**src/sv/dlav_store.sv**
```systemverilog
// Sector byte store: one write port and two registered read ports.
// Depends on nothing but its parameter.
module dlav_store #(
  parameter int SectorBytes = 512,
  localparam int AW = $clog2(SectorBytes)
) (
  input  logic          clk_i,
  input  logic          we_i,
  input  logic [AW-1:0] waddr_i,
  input  logic [7:0]    wdata_i,
  input  logic [AW-1:0] raddr_a_i,
  input  logic [AW-1:0] raddr_b_i,
  output logic [7:0]    rdata_a_o,
  output logic [7:0]    rdata_b_o
);

  logic [7:0] mem [SectorBytes];

  always_ff @(posedge clk_i) begin
    if (we_i) begin
      mem[waddr_i] <= wdata_i;
    end
  end

  always_ff @(posedge clk_i) begin
    rdata_a_o <= mem[raddr_a_i];
    rdata_b_o <= mem[raddr_b_i];
  end

endmodule

```
**config.mk**
```make
export PLATFORM = sky130hd
export DESIGN_NAME = dlav_store
export DESIGN_NICKNAME = d
export VERILOG_FILES = /design/src/sv/dlav_store.sv
export SDC_FILE = /design/constraint.sdc
export NUM_CORES = 2
export LEC_CHECK = 0
export ABC_CLOCK_PERIOD_IN_PS = 2400
export BUFFER_PORTS_ARGS = -buffer_cell sky130_fd_sc_hd__buf_4
export CORE_UTILIZATION = 55
export DETAILED_ROUTE_END_ITERATION = 7
export PLACE_DENSITY = 0.71
export SETUP_SLACK_MARGIN = 0.05
export SYNTH_ARGS = -nofsm -noshare
export SYNTH_HDL_FRONTEND = slang
export SYNTH_SLANG_ARGS = --single-unit
export TNS_END_PERCENT = 20
```
**constraint.sdc**
```tcl
create_clock -name clk_i -period 2.4 [get_ports clk_i]
set_clock_uncertainty 0.05 [all_clocks]
set_input_delay 0.12 -clock clk_i [delete_from_list [all_inputs] [get_ports clk_i]]
set_output_delay 0.12 -clock clk_i [all_outputs]
set_load 0.02 [all_outputs]
```
==> run metrics <==
status finished with violations; failing checks negative setup slack; syn nets 11488; DRC 0; hold crit path type input port to flip-flop; Die Wd roughly 600 um; Mean Syn Cell Area 17.1 um2; share of the synthesized area in the top cell type ~63%; largest net degree at the start of global routing roughly 120; Fin. Hold Viols 0; slew at the pin with the worst max-slew slack approximately 1.2 ns; startpoint types flip-flop; share of cells above drive strength 1 35.2%; nets 13594; post-synth top area cell edfxtp_1; pwr/cell area a little under 700 nW/um2; Boundary Pins 53; sequential cell area 123000 um2; Most used DFF post-synth edfxtp_1; vias post-DR around 130k; Worst EP arrival approximately 3.7 ns; ANT nets after route 0; Std-Cell Rows roughly 220; kind of critical path flip-flop to flip-flop; Worst Setup End Kind flip-flop; vias per inst about 7.1; post-synthesis cell type count 80; Placeable Area roughly 350000 um2; I/O Buffers 52; Seq cells post-synth around 4000; Max VDD drop between 0.0007 and 0.0008 V; top cells by count, synth 4096 x edfxtp_1, 1393 x mux2i_1, 1379 x mux4_2; max cap viols 0; Slew headroom 21.8%; final WL ~700000 um; CP required 3.25 ns; fillers ~24000; area occupied by multi-input gates about 70000 um2; DP Area roughly 220000 um2; first-pass GRT wire length 1000000 um; Syn-to-layout area delta 20.4%; top cells by area, synth edfxtp_1 63%, mux4_2 16%, mux2i_1 7.1%; Routed WL per cell between 30 and 40 um; first-pass iteration count of the detailed router 8; vias in the first global route between 100k and 150k; Clk Latency, worst-skew pair between 1 and 1.5 ns; Synthesis Warnings 0; Tcrit/Tclk final 119%; die area around 360000 um2; Hold Slack roughly 0.065 ns; fin area around 240000 um2; CTS tree yes; Total GRT Usage 39.8%; fmax 0.349 GHz; routability cong. 1.03; CTS sink count about 4100; post-synthesis cell count ~11000; leakage between 80 and 90 nW; Pins Over Slew Limit 0; Max clock buf depth 4; post-route setup TNS -4.36 ns; Netlist Area Pre-Place 196000 um2; CTS clk-pin slew, worst paths roughly 0.06 ns; Register-to-Register Path Depth 8; worst setup margin -0.466 ns; most frequent cell after synthesis edfxtp_1; total grt overflow 0; Initial Util roughly 55%; EDFF count, synth 4096; antenna violations before repair 62; root cell of the clock tree clkbuf_16; RSZ-0062 raised after global routing true; H-tree depth 5; starting DRC count in detailed routing roughly 21000; final setup violation count 16; total CTS buffers ~430; die height around 600 um; sequential area share after synthesis 63.0%; DP HPWL between 500000 and 600000 um; post-layout minimum cycle time roughly 2.9 ns; Synth async-reset ratio 0%; Worst Hold Path Cells 6; crit path max fanout 2
report_power, final:
part / switching [mW] / total (mW) / internal (mW)
Clock: 28.9 / 67.2 / 38.3
Sequential: 0.163 / 79.2 / 79.1
Combinational: 9.97 / 16.6 / 6.60
Total: 39.0 / 163 / 124
stage by stage:
step | instances | power [mW] | util (%) | worst slack [ns]
finish | 18663 | 163 | 66.7 | -0.466
global route | 18647 | 166 | 66.7 | -0.451
CTS | 18634 | 162 | 66.5 | -0.384
detailed placement | 17830 | 96.5 | 62.2 | -1.84
global placement | 17828 | 96.3 | 62.2 | -2.45
floorplan | 11451 | 88.2 | - | 0.144
worst paths after layout:
path	from	end	slack [ns]
hold reg to reg	mem[307][0]$_DFFE_PP_	rdata_a_o[0]$_DFF_P_	1.08
setup / recovery	mem[67][1]$_DFFE_PP_	rdata_b_o[1]$_DFF_P_	-0.47
setup reg to reg	mem[67][1]$_DFFE_PP_	rdata_b_o[1]$_DFF_P_	-0.47
hold / removal	waddr_i[2]	mem[290][4]$_DFFE_PP_	0.07
worst max-delay path, stage by stage (launching register included):
cell	delay, ns
edfxtp_1	0.40
mux4_2	0.55
nor4b_4	0.41
nor4_2	0.10
buf_4	0.17
nand3_4	0.11
nand4_1	0.46
buf_12	0.32
and4bb_1	0.19
final cells by class:
| class | count | share of cell area (%) |
|---|---|---|
| multi-input cells | 6378 | 28.9 |
| well taps | 4730 | 2.51 |
| diodes | 21 | 0.0223 |
| clock buffers | 494 | 4.70 |
| inverters | 7 | 0.0218 |
| repair buffers | 2632 | 10.3 |
| flip-flops and latches | 4112 | 52.3 |
| clock inverters | 289 | 1.22 |
layer usage:
layer | routed length, um | global-route usage (%) | up-vias
li1 | - | - | 52683
met1 | 247000 | 51.6 | 68456
met2 | 323000 | 60.3 | 10088
met3 | 93400 | 10.7 | 1987
met4 | 54600 | 24.7 | 48
met5 | 333 | 0 | -
kinds of logic (layout without fill, tap and decap cells):
group | Yosys count | count (layout) | share of synthesized area, %
other cells | 0 | 21 | 0
flops | 4112 | 4112 | 63.0
simple gates | 1823 | 1823 | 4.41
mux | 2780 | 2780 | 23.1
compound gates | 1775 | 1775 | 6.42
buf+inv | 961 | 3422 | 3.06
cell usage in the layout (no fill, tap or decap), drive strengths merged, types with 27 or more instances in the layout:
cell,netlist,final
edfxtp,4096,4096
buf,528,2611
mux2i,1393,1393
mux4,1385,1385
nor2,679,679
o221ai,514,514
clkbuf,426,495
o22ai,381,381
nor3,379,379
nand2,285,285
a21oi,284,284
clkinv,2,196
o21ai,175,175
a211oi,115,115
nor4,92,92
nand4,82,82
nand3,76,76
and2,52,52
bufinv,0,49
a22oi,36,36
nand2b,32,32
a2111oi,31,31
clkinvlp,0,30
o31ai,29,29
a31oi,28,28
or2,27,27
timing repair:
action / 4_1_cts / 5_1_grt
hold endpoints to repair: 3675 / 0
pin swaps: 42 / 73
hold buffers: 21 / 0
resized for setup: 154 / 150
endpoints found under the setup margin: 16 / 216
setup buffers: 3 / 16
registers in the layout, summed over array words and instances, names as in the netlist:
register	count
rdata_b_o	8
rdata_a_o	8
mem	4096
(Power assumes the default switching activity.)
