===== src/sv/dlav_pkg.sv =====
// Package for the disklabel locate and verify block: constants, codes, the
// result type and the magic byte lookup. Depends on nothing.
package dlav_pkg;

  localparam int SectorBytesDef = 512;

  localparam logic [31:0] MagicWord    = 32'h8256_4557;
  localparam logic [7:0]  MagicFirstBe = 8'h82;
  localparam logic [7:0]  MagicFirstLe = 8'h57;

  localparam int SecondMagicOfs = 'h84;
  localparam int ChecksumOfs    = 'h88;
  localparam int CountOfs       = 'h8A;
  localparam int HeaderBytes    = 'h94;
  localparam int PartBytes      = 'h10;
  localparam int PartShift      = $clog2(PartBytes);

  // Wide enough for offset plus header plus 16 * 65535 partition bytes.
  localparam int SizeW = 21;

  typedef enum logic [2:0] {
    STAT_NONE    = 3'd0,
    STAT_TRUNC   = 3'd1,
    STAT_BAD     = 3'd2,
    STAT_OK      = 3'd3,
    STAT_RELAXED = 3'd4
  } status_e;

  typedef enum logic [2:0] {
    ST_LOAD,
    ST_SCAN_RD,
    ST_SCAN_CK,
    ST_COUNT_RD,
    ST_COUNT_CK,
    ST_XOR,
    ST_FINISH
  } seq_state_e;

  typedef struct packed {
    status_e     status;
    logic [8:0]  label_offset;
    logic        big_endian;
    logic [15:0] partition_count;
    logic        checksum_ok;
  } result_t;

  // Byte idx of the magic word as it sits in memory for the given byte order.
  function automatic logic [7:0] magic_byte(input logic [1:0] idx, input logic be);
    logic [7:0] b;
    if (be) begin
      b = MagicWord[8*(3-idx) +: 8];
    end else begin
      b = MagicWord[8*idx +: 8];
    end
    return b;
  endfunction

endpackage


===== src/sv/dlav_seq.sv =====
// Sequencer: stores incoming bytes, then scans for the label, reads the
// partition count and XORs the label words. Depends on dlav_pkg.
module dlav_seq #(
  parameter int SectorBytes = 512,
  localparam int AW = $clog2(SectorBytes),
  localparam int CW = $clog2(SectorBytes + 1)
) (
  input  logic                clk_i,
  input  logic                rst_ni,
  input  logic                in_valid_i,
  output logic                in_ready_o,
  input  logic [7:0]          in_byte_i,
  input  logic                in_last_i,
  input  logic                relaxed_i,
  input  logic                out_free_i,
  output logic                res_valid_o,
  output dlav_pkg::result_t   res_o,
  output logic                mem_we_o,
  output logic [AW-1:0]       mem_waddr_o,
  output logic [7:0]          mem_wdata_o,
  output logic [AW-1:0]       mem_raddr_a_o,
  output logic [AW-1:0]       mem_raddr_b_o,
  input  logic [7:0]          mem_rdata_a_i,
  input  logic [7:0]          mem_rdata_b_i
);

  localparam int SW = dlav_pkg::SizeW;

  dlav_pkg::seq_state_e state_q, state_d;
  logic [CW-1:0] cnt_q, cnt_d;
  logic [CW-1:0] len_q, len_d;
  logic [AW-1:0] pos_q, pos_d;
  logic [1:0]    j_q, j_d;
  logic          be_q, be_d;
  logic          found_q, found_d;
  logic          trunc_q, trunc_d;
  logic [15:0]   npart_q, npart_d;
  logic [SW-1:0] size_q, size_d;
  logic [SW-1:0] k_q, k_d;
  logic          pend_q, pend_d;
  logic          pend_chk_q, pend_chk_d;
  logic [7:0]    lo_q, lo_d, hi_q, hi_d, slo_q, slo_d, shi_q, shi_d;

  logic          accept;
  logic [CW-1:0] cnt_next;
  logic          long_enough;
  logic          be_cand, le_cand, hit, more;
  logic [7:0]    exp_byte;
  logic [15:0]   npart_c;
  logic [SW-1:0] size_c;
  logic          trunc_c, k_more, ok_c;

  assign in_ready_o = (state_q == dlav_pkg::ST_LOAD);
  assign accept     = in_ready_o && in_valid_i;

  always_comb begin
    cnt_next    = (cnt_q < CW'(SectorBytes)) ? cnt_q + CW'(1) : cnt_q;
    long_enough = SW'(cnt_next) >= SW'(dlav_pkg::HeaderBytes);
    be_cand     = (mem_rdata_a_i == dlav_pkg::MagicFirstBe) &&
                  (mem_rdata_b_i == dlav_pkg::MagicFirstBe);
    le_cand     = (mem_rdata_a_i == dlav_pkg::MagicFirstLe) &&
                  (mem_rdata_b_i == dlav_pkg::MagicFirstLe);
    exp_byte    = dlav_pkg::magic_byte(j_q, be_q);
    hit         = (j_q == 2'd0) ? (be_cand || le_cand)
                                : (mem_rdata_a_i == exp_byte && mem_rdata_b_i == exp_byte);
    more        = SW'(pos_q) + SW'(dlav_pkg::HeaderBytes + 1) <= SW'(len_q);
    npart_c     = be_q ? {mem_rdata_a_i, mem_rdata_b_i} : {mem_rdata_b_i, mem_rdata_a_i};
    size_c      = SW'(dlav_pkg::HeaderBytes) + (SW'(npart_c) << dlav_pkg::PartShift);
    trunc_c     = SW'(pos_q) + size_c > SW'(len_q);
    k_more      = k_q < size_q;
    ok_c        = (lo_q == slo_q) && (hi_q == shi_q);
  end

  // Next state.
  always_comb begin
    state_d = state_q;
    case (state_q)
      dlav_pkg::ST_LOAD: begin
        if (accept && in_last_i) begin
          state_d = long_enough ? dlav_pkg::ST_SCAN_RD : dlav_pkg::ST_FINISH;
        end
      end
      dlav_pkg::ST_SCAN_RD: state_d = dlav_pkg::ST_SCAN_CK;
      dlav_pkg::ST_SCAN_CK: begin
        if (hit) begin
          state_d = (j_q == 2'd3) ? dlav_pkg::ST_COUNT_RD : dlav_pkg::ST_SCAN_RD;
        end else begin
          state_d = more ? dlav_pkg::ST_SCAN_RD : dlav_pkg::ST_FINISH;
        end
      end
      dlav_pkg::ST_COUNT_RD: state_d = dlav_pkg::ST_COUNT_CK;
      dlav_pkg::ST_COUNT_CK: state_d = trunc_c ? dlav_pkg::ST_FINISH : dlav_pkg::ST_XOR;
      dlav_pkg::ST_XOR:      state_d = k_more ? dlav_pkg::ST_XOR : dlav_pkg::ST_FINISH;
      dlav_pkg::ST_FINISH:   state_d = out_free_i ? dlav_pkg::ST_LOAD : dlav_pkg::ST_FINISH;
      default:               state_d = dlav_pkg::ST_LOAD;
    endcase
  end

  // Datapath and outputs.
  always_comb begin
    cnt_d = cnt_q;  len_d = len_q;  pos_d = pos_q;  j_d = j_q;  be_d = be_q;
    found_d = found_q;  trunc_d = trunc_q;  npart_d = npart_q;  size_d = size_q;
    k_d = k_q;  pend_d = pend_q;  pend_chk_d = pend_chk_q;
    lo_d = lo_q;  hi_d = hi_q;  slo_d = slo_q;  shi_d = shi_q;
    mem_we_o      = 1'b0;
    mem_waddr_o   = cnt_q[AW-1:0];
    mem_wdata_o   = in_byte_i;
    mem_raddr_a_o = '0;
    mem_raddr_b_o = '0;
    res_valid_o   = 1'b0;
    res_o         = '0;
    case (state_q)
      dlav_pkg::ST_LOAD: begin
        if (accept) begin
          mem_we_o = (cnt_q < CW'(SectorBytes));
          cnt_d    = cnt_next;
          if (in_last_i) begin
            len_d   = cnt_next;
            cnt_d   = '0;
            pos_d   = '0;
            j_d     = '0;
            found_d = 1'b0;
            trunc_d = 1'b0;
            npart_d = '0;
          end
        end
      end
      dlav_pkg::ST_SCAN_RD: begin
        mem_raddr_a_o = pos_q + AW'(j_q);
        mem_raddr_b_o = pos_q + AW'(dlav_pkg::SecondMagicOfs) + AW'(j_q);
      end
      dlav_pkg::ST_SCAN_CK: begin
        if (hit) begin
          if (j_q == 2'd0) begin
            be_d = be_cand;
          end
          j_d = j_q + 2'd1;
          if (j_q == 2'd3) begin
            found_d = 1'b1;
          end
        end else begin
          j_d = '0;
          if (more) begin
            pos_d = pos_q + AW'(1);
          end
        end
      end
      dlav_pkg::ST_COUNT_RD: begin
        mem_raddr_a_o = pos_q + AW'(dlav_pkg::CountOfs);
        mem_raddr_b_o = pos_q + AW'(dlav_pkg::CountOfs + 1);
      end
      dlav_pkg::ST_COUNT_CK: begin
        npart_d = npart_c;
        size_d  = size_c;
        trunc_d = trunc_c;
        k_d     = '0;
        pend_d  = 1'b0;
        lo_d    = '0;
        hi_d    = '0;
      end
      dlav_pkg::ST_XOR: begin
        // Data read in the previous cycle lands now.
        if (pend_q) begin
          if (pend_chk_q) begin
            slo_d = mem_rdata_a_i;
            shi_d = mem_rdata_b_i;
          end else begin
            lo_d = lo_q ^ mem_rdata_a_i;
            hi_d = hi_q ^ mem_rdata_b_i;
          end
        end
        if (k_more) begin
          mem_raddr_a_o = AW'(SW'(pos_q) + k_q);
          mem_raddr_b_o = AW'(SW'(pos_q) + k_q + SW'(1));
          pend_d        = 1'b1;
          pend_chk_d    = (k_q == SW'(dlav_pkg::ChecksumOfs));
          k_d           = k_q + SW'(2);
        end else begin
          pend_d = 1'b0;
        end
      end
      dlav_pkg::ST_FINISH: begin
        res_valid_o = out_free_i;
        if (found_q) begin
          res_o.label_offset    = 9'(pos_q);
          res_o.big_endian      = be_q;
          res_o.partition_count = npart_q;
          if (trunc_q) begin
            res_o.status = dlav_pkg::STAT_TRUNC;
          end else begin
            res_o.checksum_ok = ok_c;
            if (ok_c) begin
              res_o.status = dlav_pkg::STAT_OK;
            end else if (relaxed_i) begin
              res_o.status = dlav_pkg::STAT_RELAXED;
            end else begin
              res_o.status = dlav_pkg::STAT_BAD;
            end
          end
        end else begin
          res_o.status = dlav_pkg::STAT_NONE;
        end
      end
      default: begin
      end
    endcase
  end

  always_ff @(posedge clk_i or negedge rst_ni) begin
    if (!rst_ni) begin
      state_q    <= dlav_pkg::ST_LOAD;
      cnt_q      <= '0;
      len_q      <= '0;
      pos_q      <= '0;
      j_q        <= '0;
      be_q       <= 1'b0;
      found_q    <= 1'b0;
      trunc_q    <= 1'b0;
      npart_q    <= '0;
      size_q     <= '0;
      k_q        <= '0;
      pend_q     <= 1'b0;
      pend_chk_q <= 1'b0;
      lo_q       <= '0;
      hi_q       <= '0;
      slo_q      <= '0;
      shi_q      <= '0;
    end else begin
      state_q    <= state_d;
      cnt_q      <= cnt_d;
      len_q      <= len_d;
      pos_q      <= pos_d;
      j_q        <= j_d;
      be_q       <= be_d;
      found_q    <= found_d;
      trunc_q    <= trunc_d;
      npart_q    <= npart_d;
      size_q     <= size_d;
      k_q        <= k_d;
      pend_q     <= pend_d;
      pend_chk_q <= pend_chk_d;
      lo_q       <= lo_d;
      hi_q       <= hi_d;
      slo_q      <= slo_d;
      shi_q      <= shi_d;
    end
  end

endmodule


===== config.mk =====
export PLATFORM = sky130hd
export DESIGN_NAME = dlav_seq
export DESIGN_NICKNAME = d
export VERILOG_FILES = /design/src/sv/dlav_pkg.sv /design/src/sv/dlav_seq.sv
export SDC_FILE = /design/constraint.sdc
export NUM_CORES = 1
export LEC_CHECK = 0
export BUFFER_PORTS_ARGS = -buffer_cell sky130_fd_sc_hd__buf_2
export CAP_MARGIN = 30
export CELL_PAD_IN_SITES_DETAIL_PLACEMENT = 0
export CELL_PAD_IN_SITES_GLOBAL_PLACEMENT = 1
export CORE_MARGIN = 10
export CORE_UTILIZATION = 46
export DETAILED_ROUTE_END_ITERATION = 12
export GPL_TIMING_DRIVEN = 0
export PLACE_DENSITY_LB_ADDON = 0.08
export RECOVER_POWER = 50
export SLEW_MARGIN = 20
export SYNTH_ARGS = -nofsm -noshare
export SYNTH_HDL_FRONTEND = slang
export SYNTH_SLANG_ARGS = --single-unit

===== constraint.sdc =====
create_clock -name clk_i -period 6.5 [get_ports clk_i]
set_input_delay 0.325 -clock clk_i [delete_from_list [all_inputs] [get_ports clk_i]]
set_output_delay 0.325 -clock clk_i [all_outputs]
set_load 0.01 [all_outputs]

==> summary.md, run 1 <==
| Metric | Value |
|---|---|
| Remaining global-route overflow | `0` |
| Clock Tree Root | `clkbuf_16` |
| YS warnings | `0` |
| Maximum VDD drop | `0.178 mV` |
| Final setup viols | `0` |
| Tot Pwr | `3.73 mW` |
| Min Tclk post-route | `5890 ps` |
| GP Congestion | `0.865` |
| Critical Path Fanout Max | `10` |
| IO Pins | `98` |
| DRC Markers | `0` |
| Arrival time of the worst setup path | `6200 ps` |
| Worst hold path type | `input port to flip-flop` |
| Cells after Synth | `1095` |
| Height of the chip | `163 um` |
| Drt pass-1 iters | `5` |
| Post-synth ARST share | `1.00` |
| CTS Buf Count | `17` |
| Outcome | `finished with violations` |
| # port buffers | `79` |
| Clock transition at the registers of the reported paths | `60 ps` |
| Slew @ Worst Pin | `2330 ps` |
| Largest net degree at the start of global routing | `85` |
| DRT antenna net count | `0` |
| H-Tree Depth | `4` |
| Vias per inst | `5.60` |
| RSZ-0062 raised after global routing | `false` |
| Most used DFF post-synth | `dfrtp_1` |
| Crit share post-route | `0.907` |
| Critical Path RT | `6810 ps` |
| Failing checks | `capacitance limit, slew limit` |
| First-pass GRT wire length | `45700 um` |
| Core Rows | `52` |
| CTS tree | `yes` |
| Post-Route Utilization | `0.533` |
| Post-Syn Area | `0.00936 mm2` |
| CP endpoint kind | `flip-flop` |
| Distinct cells, synth | `71` |
| Max frequency | `0.170 GHz` |
| Count leader, synth | `dfrtp_1` |
| Number of global-route vias before repair | `8391` |
| Slew Limit Headroom | `-0.555` |
| Layout cell share with drive strength beyond 1 | `0.133` |
| Final Skew | `10.1 ps` |
| Die width | `163 um` |
| DP Wirelength | `21100 um` |
| Clk Latency, worst-skew pair | `430 ps` |
| Max-cap violations | `2` |
| Setup bufs post-CTS | `0` |
| DRT iter0 DRCs | `585` |
| Initial Util | `0.466` |
| LEAKAGE | `4.88 nW` |
| Vias | `8289` |
| Max Slew Vio Count | `128` |
| Layout filler cell count | `1971` |
| Mapped Nets | `1192` |
| CP Class | `flip-flop to flip-flop` |
| Power per cell area | `348 mW/mm2` |
| Total die area | `0.0265 mm2` |
| Final hold viol count | `0` |
| GRT Resource Usage Total | `0.215` |
| CTS Sinks | `125` |
| Synth-to-layout area growth | `14.4%` |
| Post-synth top area share | `0.334` |
| Yosys top cell by area | `dfrtp_1` |
| Synth cell count leaders | `dfrtp_1 (125), nand2_1 (124), o21ai_0 (87)` |
| Flops & latches, synth | `125` |
| Ant diodes | `0` |
| CP startpoint kind | `flip-flop` |
| CORE AREA | `0.0201 mm2` |
| Total wire length | `27900 um` |
| Setup TNS | `0 ps` |
| Register area share after synthesis | `0.334` |
| Final #Nets | `1294` |
| Post-synth EDFFs | `0` |
| Hold Slack | `269 ps` |
| Top cells by area, synth | `dfrtp_1 (33%), ha_1 (8.8%), xor2_1 (5.8%)` |
| Clock Path Buffers | `2` |
| WL per Instance | `18.9 um` |
| Initial antenna violation count | `0` |
| Synthesized area per cell | `8.55 um2` |
path summary, 6_finish.rpt:
check                             end  slack [ps]  cells after the start             start
setup reg to reg           state_q[1]         610                     21              be_q
setup / recovery           state_q[1]         610                     21              be_q
min in group asynchronous      k_q[4]        1150                      2            rst_ni
hold reg to reg             size_q[2]         470                      1         size_q[2]
hold / removal               slo_q[7]         270                      2  mem_rdata_a_i[7]
max in group asynchronous  size_q[13]        2190                      3            rst_ni
kinds of logic (layout without fill, tap and decap cells):
kind of cell / Yosys count / in the layout / share of synthesized area
AO/OA/AOI/OAI: 248 / 248 / 0.163
XOR/XNOR: 105 / 105 / 0.0990
adder cells (fa/ha/maj): 67 / 67 / 0.0903
buffers and inverters: 130 / 245 / 0.0613
flip-flops: 125 / 125 / 0.334
multiplexers: 34 / 34 / 0.0404
AND/OR/NAND/NOR: 386 / 386 / 0.212
registers in the layout, indices dropped and copies added (netlist names):
name        cells
pend_q          1
k_q            20
j_q             2
size_q         18
pos_q           9
npart_q        16
slo_q           8
cnt_q          10
len_q          10
state_q         3
found_q         1
shi_q           8
lo_q            8
be_q            1
trunc_q         1
pend_chk_q      1
hi_q            8
placed cells by master, fill, tap and decap left out, types with 50 or more instances in the layout:
master,netlist,routed
xor2_1,62,62
a21oi_1,53,53
nor2_1,61,61
clkbuf_1,50,66
ha_1,66,66
inv_1,50,50
buf_2,9,74
dfrtp_1,125,125
o21ai_0,87,87
nand2_1,124,124
cell type report:
class	count	area, um2	share of cell area
buffer	79	383	0.0357
clock buffer	18	429	0.0401
clock inverter	14	169	0.0158
inverter	51	191	0.0179
multi-input combinational	840	5670	0.529
sequential	125	3130	0.292
tap	270	338	0.0315
timing repair buffer	83	402	0.0375
power breakdown:
part	internal (mW)	total, mW	switching [mW]
Combinational	0.600	1.60	1.00
Sequential	0.969	1.15	0.178
Clock	0.603	0.982	0.379
Total	2.17	3.73	1.56
metrics by stage:
| stage | cells | cell area, um2 | setup slack [ps] |
|---|---|---|---|
| 5_1_grt | 1480 | 10700 | 160 |
| 6_report | 1480 | 10700 | 607 |
| 3_3_place_gp | 1444 | 10100 | 669 |
| 2_1_floorplan | 1095 | 9360 | 1740 |
| 4_1_cts | 1478 | 10800 | 658 |
| 3_5_place_dp | 1445 | 10100 | 683 |
what timing repair did:
| item | 4_1_cts | 5_1_grt |
|---|---|---|
| gates resized for setup | 0 | 0 |
| hold buffers | 1 | 0 |
| endpoints found under the hold margin | 41 | 0 |
critical path, cell delays in order, from the launching register on:
cell and delay, ps:
dfrtp_1 430, buf_6 180, buf_4 200, buf_2 280, buf_2 330, mux2_2 420
ha_1 240, a211oi_1 310, a21oi_1 100, clkbuf_1 280, xnor2_1 230, ha_1 320
inv_1 60, o21ai_1 420, xnor2_1 190, ha_1 220, a2111oi_0 400, o31a_1 270
o21ai_1 100, nor4_2 330, a41oi_1 240, o21ba_1 220
per-layer routing:
| metal | wire, um | GRT usage | vias to the layer above |
|---|---|---|---|
| met2 | 12900 | 0.344 | 198 |
| met1 | 13300 | 0.292 | 3993 |
| li1 | - | - | 4062 |
| met5 | 0 | 0 | - |
| met3 | 1300 | 0.0372 | 36 |
| met4 | 408 | 0.0615 | 0 |
Power figures use the tool's default switching activity.
==> run 2, diff against run 1 <==
- CORE_UTILIZATION: 46 -> 47
- CTS_BUF_LIST: default -> sky130_fd_sc_hd__clkbuf_4
- clock period: 6.5 -> 6.65 ns (I/O delays scaled with it)
==> run 2 against run 1 <==
  * Largest cell class unchanged
  * Die area down 1.9%
  * Clock power down 43%
  * The run still ends with capacitance limit, slew limit left
  * Largest power group unchanged
  * Hold slack got worse by 130 ps
  * Global-route usage fell by 0.52 points
  * Combinational power fell by 3%
  * Power down 13%
  * Critical endpoint unchanged
==> summary.md, run 2 (synthesis gave the netlist of run 1 again) <==
| Metric | Value |
|---|---|
| Final hold viol count | `0 (unchanged)` |
| Core Rows | `51 (-1.9%)` |
| Synth-to-layout area growth | `11.3%` |
| CP top delay family | `compound AO/OA/AOI/OAI gates` |
| Clock Path Buffers | `2 (unchanged)` |
| Post-placement cell count | `1440 (-0.35%)` |
| Height of the chip | `161 um (-0.94%)` |
| Final #Nets | `1293 (-0.077%)` |
| Number of global-route vias before repair | `8235 (-1.9%)` |
| Cell mode on critical path | `ha_1` |
| Clock transition at the registers of the reported paths | `120 ps (+60 ps)` |
| Min Tclk post-route | `5850 ps (-46.8 ps)` |
| DRT antenna net count | `0 (unchanged)` |
| Setup bufs post-CTS | `0 (unchanged)` |
| Maximum VDD drop | `0.162 mV (-9.0%)` |
| RSZ-0062 raised after global routing | `false` |
| H-Tree Depth | `4 (unchanged)` |
| FF-to-FF setup slack | `800 ps (+200 ps)` |
| Biggest regs | `k_q: 20 flops, size_q: 18 flops, npart_q: 16 flops` |
| CTS Sinks | `125 (unchanged)` |
| Vias | `8217 (-0.87%)` |
| Total die area | `0.0260 mm2 (-1.9%)` |
| CTS Buf Count | `17 (unchanged)` |
| Drt pass-1 iters | `5 (unchanged)` |
| CP startpoint kind | `flip-flop` |
| Slew @ Worst Pin | `3460 ps (+1130 ps)` |
| # port buffers | `79 (unchanged)` |
| GRT Resource Usage Total | `0.210 (-0.00521)` |
| CORE AREA | `0.0195 mm2 (-2.9%)` |
| GP Congestion | `0.906 (+4.8%)` |
| Vias per inst | `5.57 (-0.60%)` |
| Max-cap violations | `1 (-1)` |
| Slew Limit Headroom | `-1.31 (-0.754)` |
| Commonest non-fill, non-tap cells in the layout | `dfrtp_1 (125), nand2_1 (124), o21ai_0 (87), buf_2 (76), ha_1 (66)` |
| Layout filler cell count | `1938 (-1.7%)` |
| Max Slew Vio Count | `61 (-52%)` |
| Final std cells w/o fill | `1476 (-0.27%)` |
| Final Skew | `20.8 ps (+10.7 ps)` |
| Worst Path Buf+Inv | `6 (unchanged)` |
| Max reg flops | `20 (unchanged)` |
| DRC Markers | `0 (unchanged)` |
| Post-Route Utilization | `0.534 (+0.000905)` |
| Flip-flop and latch area | `0.00313 mm2 (unchanged)` |
| LEAKAGE | `4.75 nW (-2.7%)` |
| CP endpoint kind | `flip-flop` |
| IO Pins | `98 (unchanged)` |
| Layout cell share with drive strength beyond 1 | `0.134 (+0.000937)` |
| Critical Path Fanout Max | `10 (unchanged)` |
| CTS tree | `yes` |
| DRT iter0 DRCs | `593 (+1.4%)` |
| Max incr delay on CP | `450 ps (+20 ps)` |
| Initial Util | `0.479 (+0.0138)` |
| Initial antenna violation count | `1 (+1)` |
| Worst hold path type | `input port to flip-flop` |
| Clock Tree Root | `clkbuf_4` |
| Total wire length | `27300 um (-2.3%)` |
| Remaining global-route overflow | `0 (unchanged)` |
| CP Class | `flip-flop to flip-flop` |
| Slowest-stage cell, CP | `dfrtp_1` |
| Post-CTS sizing | `0 (unchanged)` |
| Setup TNS | `0 ps (unchanged)` |
| Crit share post-route | `0.879 (-0.0275)` |
| Commonest non-fill, non-tap cell in the layout | `dfrtp_1` |
| Arrival time of the worst setup path | `6290 ps (+90 ps)` |
| Final setup viols | `0 (unchanged)` |
| Outcome | `finished with violations` |
| Clk Latency, worst-skew pair | `560 ps (+130 ps)` |
| Failing checks | `capacitance limit, slew limit` |
| Max frequency | `0.171 GHz (+0.80%)` |
| Largest Register | `k_q` |
| Largest net degree at the start of global routing | `66 (-22%)` |
| DP Wirelength | `20800 um (-1.3%)` |
| First-pass GRT wire length | `44300 um (-3.0%)` |
| Critical Path RT | `7100 ps (+290 ps)` |
| WL per Instance | `18.5 um (-2.0%)` |
| Critical path, cell by cell | `buf_6 > buf_4 > buf_2 > buf_2 > mux2_2 > ha_1 > a211oi_1 > a21oi_1 > clkbuf_1 > xnor2_1 > ha_1 > inv_1 > o21ai_1 > xnor2_1 > ha_1 > a2111oi_0 > o31a_1 > o21ai_1 > nor4_2 > a41oi_1 > o21ba_1` |
| Power per cell area | `310 mW/mm2 (-11%)` |
| Die width | `161 um (-0.94%)` |
| Area of the multi-input gates | `0.00567 mm2 (unchanged)` |
## run 2: cell types whose count changed in the layout (fill, tap and decap cells not counted), moves of 4 or more
cell | previous run | this run
clkinv_2 | 4 | 0
clkbuf_4 | 5 | 23
clkbuf_1 | 66 | 62
inv_6 | 1 | 6
clkbuf_16 | 17 | 0
## run 2: timing repair
| action | 4_1_cts | 5_1_grt |
|---|---|---|
| hold buffers | 1 | 0 |
| setup endpoints to repair | 0 | 0 |
| hold endpoints to repair | 60 | 0 |
## run 2: worst paths after layout
check / start / end / cells past startpoint
min: mem_rdata_a_i[7] / slo_q[7] / 2
min in group asynchronous: rst_ni / pos_q[7] / 2
max in group asynchronous: rst_ni / lo_q[6] / 2
min reg2reg: len_q[6] / len_q[6] / 2
max reg2reg: be_q / state_q[1] / 21
max: be_q / state_q[1] / 21
## run 2: power breakdown
part | total, mW | internal [mW] | switching, mW
Sequential | 1.12 | 0.944 | 0.175
Clock | 0.556 | 0.228 | 0.328
Combinational | 1.56 | 0.586 | 0.974
Total | 3.24 | 1.76 | 1.48
## run 2: cell type report
type                       instances  area share
antenna                            2    0.000480
tap                              265      0.0318
timing repair buffer              82      0.0406
clock buffer                      17      0.0122
buffer                            79      0.0367
clock inverter                    15      0.0154
sequential                       125       0.300
inverter                          51      0.0184
multi-input combinational        840       0.544
## run 2: metrics by stage
| stage | hold slack, ps | power (mW) | instance area [um2] | worst slack [ps] |
|---|---|---|---|---|
| after floorplan | 36.9 | 2.21 | 9360 | 1890 |
| after global placement | 460 | 2.67 | 10100 | 884 |
| after detailed placement | 295 | 2.69 | 10100 | 896 |
| after CTS | 103 | 3.26 | 10400 | 862 |
| after global routing | 106 | 3.53 | 10400 | 438 |
| final | 136 | 3.24 | 10400 | 804 |
## run 2: per-layer routing
metal  wire, um  up-vias  GRT usage
met5          0        -          0
li1           -     4061          -
met3       1340       26     0.0404
met4        408        0     0.0513
met2      12600      209      0.342
met1      13000     3921      0.280
==> run 3, diff against run 2 <==
- CORE_UTILIZATION: 47 -> 35
==> run 3 against run 2 <==
  * The flow still finishes with violations (capacitance limit, slew limit)
  * Global-route usage fell by 3.2 points
  * Via count is 0.38% lower
  * Routed wire length increased by 11%
  * Sequential power hardly changed
  * Critical endpoint unchanged
==> summary.md, run 3 (synthesis gave the netlist of run 1 again) <==
| Metric | Value |
|---|---|
| Clock Path Buffers | `2 (unchanged)` |
| Max incr delay on CP | `450 ps (about the same)` |
| Max-cap violations | `2 (+1)` |
| Slew @ Worst Pin | `2550 ps (-916 ps)` |
| Post-Route Utilization | `0.400 (-0.134)` |
| Critical Path Fanout Max | `10 (unchanged)` |
| Largest Register | `k_q` |
| Number of global-route vias before repair | `8273 (+0.46%)` |
| Drt pass-1 iters | `5 (unchanged)` |
| Worst Path Buf+Inv | `6 (unchanged)` |
| Cell mode on critical path | `ha_1` |
| Clock Tree Root | `clkbuf_4` |
| Synth-to-layout area growth | `12.0%` |
| DP Wirelength | `23100 um (+11%)` |
| Comb power frac | `0.485 (+0.003)` |
| P_int | `1.76 mW (about the same)` |
| Clk Latency, worst-skew pair | `570 ps (about the same)` |
| Arrival time of the worst setup path | `6350 ps (+60 ps)` |
| Maximum VDD drop | `0.0981 mV (-39%)` |
| Critical path, cell by cell | `buf_6 > buf_4 > buf_2 > buf_2 > mux2_2 > ha_1 > a211oi_1 > a21oi_1 > clkbuf_1 > xnor2_1 > ha_1 > inv_1 > o21ai_1 > xnor2_1 > ha_1 > a2111oi_0 > o31a_1 > o21ai_1 > nor4_2 > a41oi_1 > o21ba_1` |
| Total wire length | `30200 um (+11%)` |
| Clock transition at the registers of the reported paths | `160 ps (+40 ps)` |
| Setup bufs post-CTS | `0 (unchanged)` |
| Post-CTS sizing | `0 (unchanged)` |
| DRT antenna net count | `0 (unchanged)` |
| Hold Path End | `shi_q[6]` |
| Clock Power Share | `0.174 (+0.002)` |
| First-pass GRT wire length | `47600 um (+7.3%)` |
| Area of the multi-input gates | `0.00567 mm2 (unchanged)` |
| CTS Buf Count | `17 (unchanged)` |
| Total die area | `0.0337 mm2 (+30%)` |
| CTS Sinks | `125 (unchanged)` |
| Failing checks | `capacitance limit, slew limit` |
| Layout filler cell count | `2761 (+42%)` |
| Hold Path Cell Cnt | `2 (unchanged)` |
| Remaining global-route overflow | `0 (unchanged)` |
| GP Congestion | `0.856 (-5.5%)` |
| Power per cell area | `314 mW/mm2 (+1.3%)` |
| Worst hold path type | `input port to flip-flop` |
| Psw | `1.54 mW (+4.2%)` |
| Critical Path RT | `7090 ps (about the same)` |
| CORE AREA | `0.0262 mm2 (+34%)` |
| CP startpoint kind | `flip-flop` |
| Max frequency | `0.169 GHz (-1.1%)` |
| Register-to-Register Path Depth | `21 (unchanged)` |
| Commonest non-fill, non-tap cells in the layout | `dfrtp_1 (125), nand2_1 (124), o21ai_0 (87), buf_2 (74), ha_1 (66)` |
| Max Slew Vio Count | `128 (+110%)` |
| CP Class | `flip-flop to flip-flop` |
| CTS tree | `yes` |
| LEAKAGE | `4.73 nW (-0.28%)` |
| Max reg flops | `20 (unchanged)` |
| Height of the chip | `184 um (+14%)` |
| Vias per inst | `5.29 (-4.9%)` |
| FF-to-FF setup slack | `740 ps (-60 ps)` |
| Final setup viols | `0 (unchanged)` |
| Vias | `8186 (-0.38%)` |
| Flip-flop and latch area | `0.00313 mm2 (unchanged)` |
| H-Tree Depth | `4 (unchanged)` |
| Initial antenna violation count | `1 (unchanged)` |
| Core Rows | `59 (+16%)` |
| CP endpoint kind | `flip-flop` |
| Final hold viol count | `0 (unchanged)` |
| Seq pwr share | `0.341 (-0.005)` |
| Commonest non-fill, non-tap cell in the layout | `dfrtp_1` |
| Layout cell share with drive strength beyond 1 | `0.133 (-0.000937)` |
| WL per Instance | `19.5 um (+5.8%)` |
| # port buffers | `79 (unchanged)` |
| Min Tclk post-route | `5910 ps (+63.1 ps)` |
| DRC Markers | `0 (unchanged)` |
| Switching share of power | `0.467 (+0.0101)` |
| GRT Resource Usage Total | `0.178 (-0.0316)` |
| Slew Limit Headroom | `-0.698 (+0.611)` |
| Crit share post-route | `0.889 (+0.00950)` |
| Slowest-stage cell, CP | `dfrtp_1` |
| Hold Buf Count CTS | `1 (unchanged)` |
| FF-to-FF Start | `be_q` |
| DRT iter0 DRCs | `413 (-30%)` |
| Final #Nets | `1294 (+0.077%)` |
| Setup TNS | `0 ps (unchanged)` |
| IO Pins | `98 (unchanged)` |
| CP top delay family | `compound AO/OA/AOI/OAI gates` |
| Biggest regs | `k_q: 20 flops, size_q: 18 flops, npart_q: 16 flops` |
| Outcome | `finished with violations` |
| Min-delay src | `mem_rdata_b_i[6]` |
| RSZ-0062 raised after global routing | `false` |
| RR Endpoint | `state_q[1]` |
| Largest net degree at the start of global routing | `84 (+27%)` |
| Die width | `184 um (+14%)` |
| Final Skew | `37.9 ps (+17.2 ps)` |
| Initial Util | `0.357 (-0.122)` |
==> run 3: cell count changes in the layout (fill, tap and decap cells not counted) <==
cell / change
buf_4: +1
buf_2: -2
clkbuf_2: +1
clkbuf_1: +3
clkinv_2: +1
clkinv_1: -1
inv_6: -1
diode_2: -1
clkinv_4: +1
clkbuf_4: -1
buf_16: -1
==> run 3: how the worst max path moves through the flow <==
stage | from | endpoint | slack [ps] | cells after the start
after floorplan | be_q | state_q[1] | 1890 | 21
after detailed placement | be_q | state_q[1] | 790 | 21
after CTS | be_q | state_q[1] | 730 | 21
after global routing | be_q | state_q[1] | 240 | 21
after global placement | be_q | state_q[1] | 690 | 21
final | be_q | state_q[1] | 740 | 21
==> run 3: cell type report <==
class	instances	share of cell area
multi-input combinational	840	0.541
sequential	125	0.298
inverter	51	0.0183
antenna	1	0.000239
tap	335	0.0400
clock buffer	17	0.0122
buffer	79	0.0365
clock inverter	15	0.0154
timing repair buffer	83	0.0383
==> run 3: through the flow <==
| stage | setup WS (ps) | area (um2) | cells | hold WS [ps] | total power, mW |
|---|---|---|---|---|---|
| after floorplan | 1890 | 9360 | 1095 | 36.9 | 2.21 |
| after global placement | 691 | 10200 | 1509 | 464 | 2.73 |
| after detailed placement | 791 | 10200 | 1510 | 261 | 2.74 |
| after CTS | 734 | 10500 | 1543 | 88.2 | 3.33 |
| after global routing | 236 | 10500 | 1546 | 98.3 | 3.58 |
| final | 741 | 10500 | 1546 | 124 | 3.30 |
==> run 3: metal layers <==
metal / track usage / part of all wire
met5: 0 / 0
met3: 0.0273 / 0.029
met1: 0.246 / 0.50
met2: 0.286 / 0.46
met4: 0.0387 / 0.011
==> run 3: power by group through the flow <==
stage	clock network [mW]	logic, mW	registers [mW]
after floorplan	0	1.14	1.06
after global placement	0	1.59	1.14
after detailed placement	0	1.60	1.14
after CTS	0.589	1.61	1.12
after global routing	0.614	1.82	1.15
final	0.573	1.60	1.12
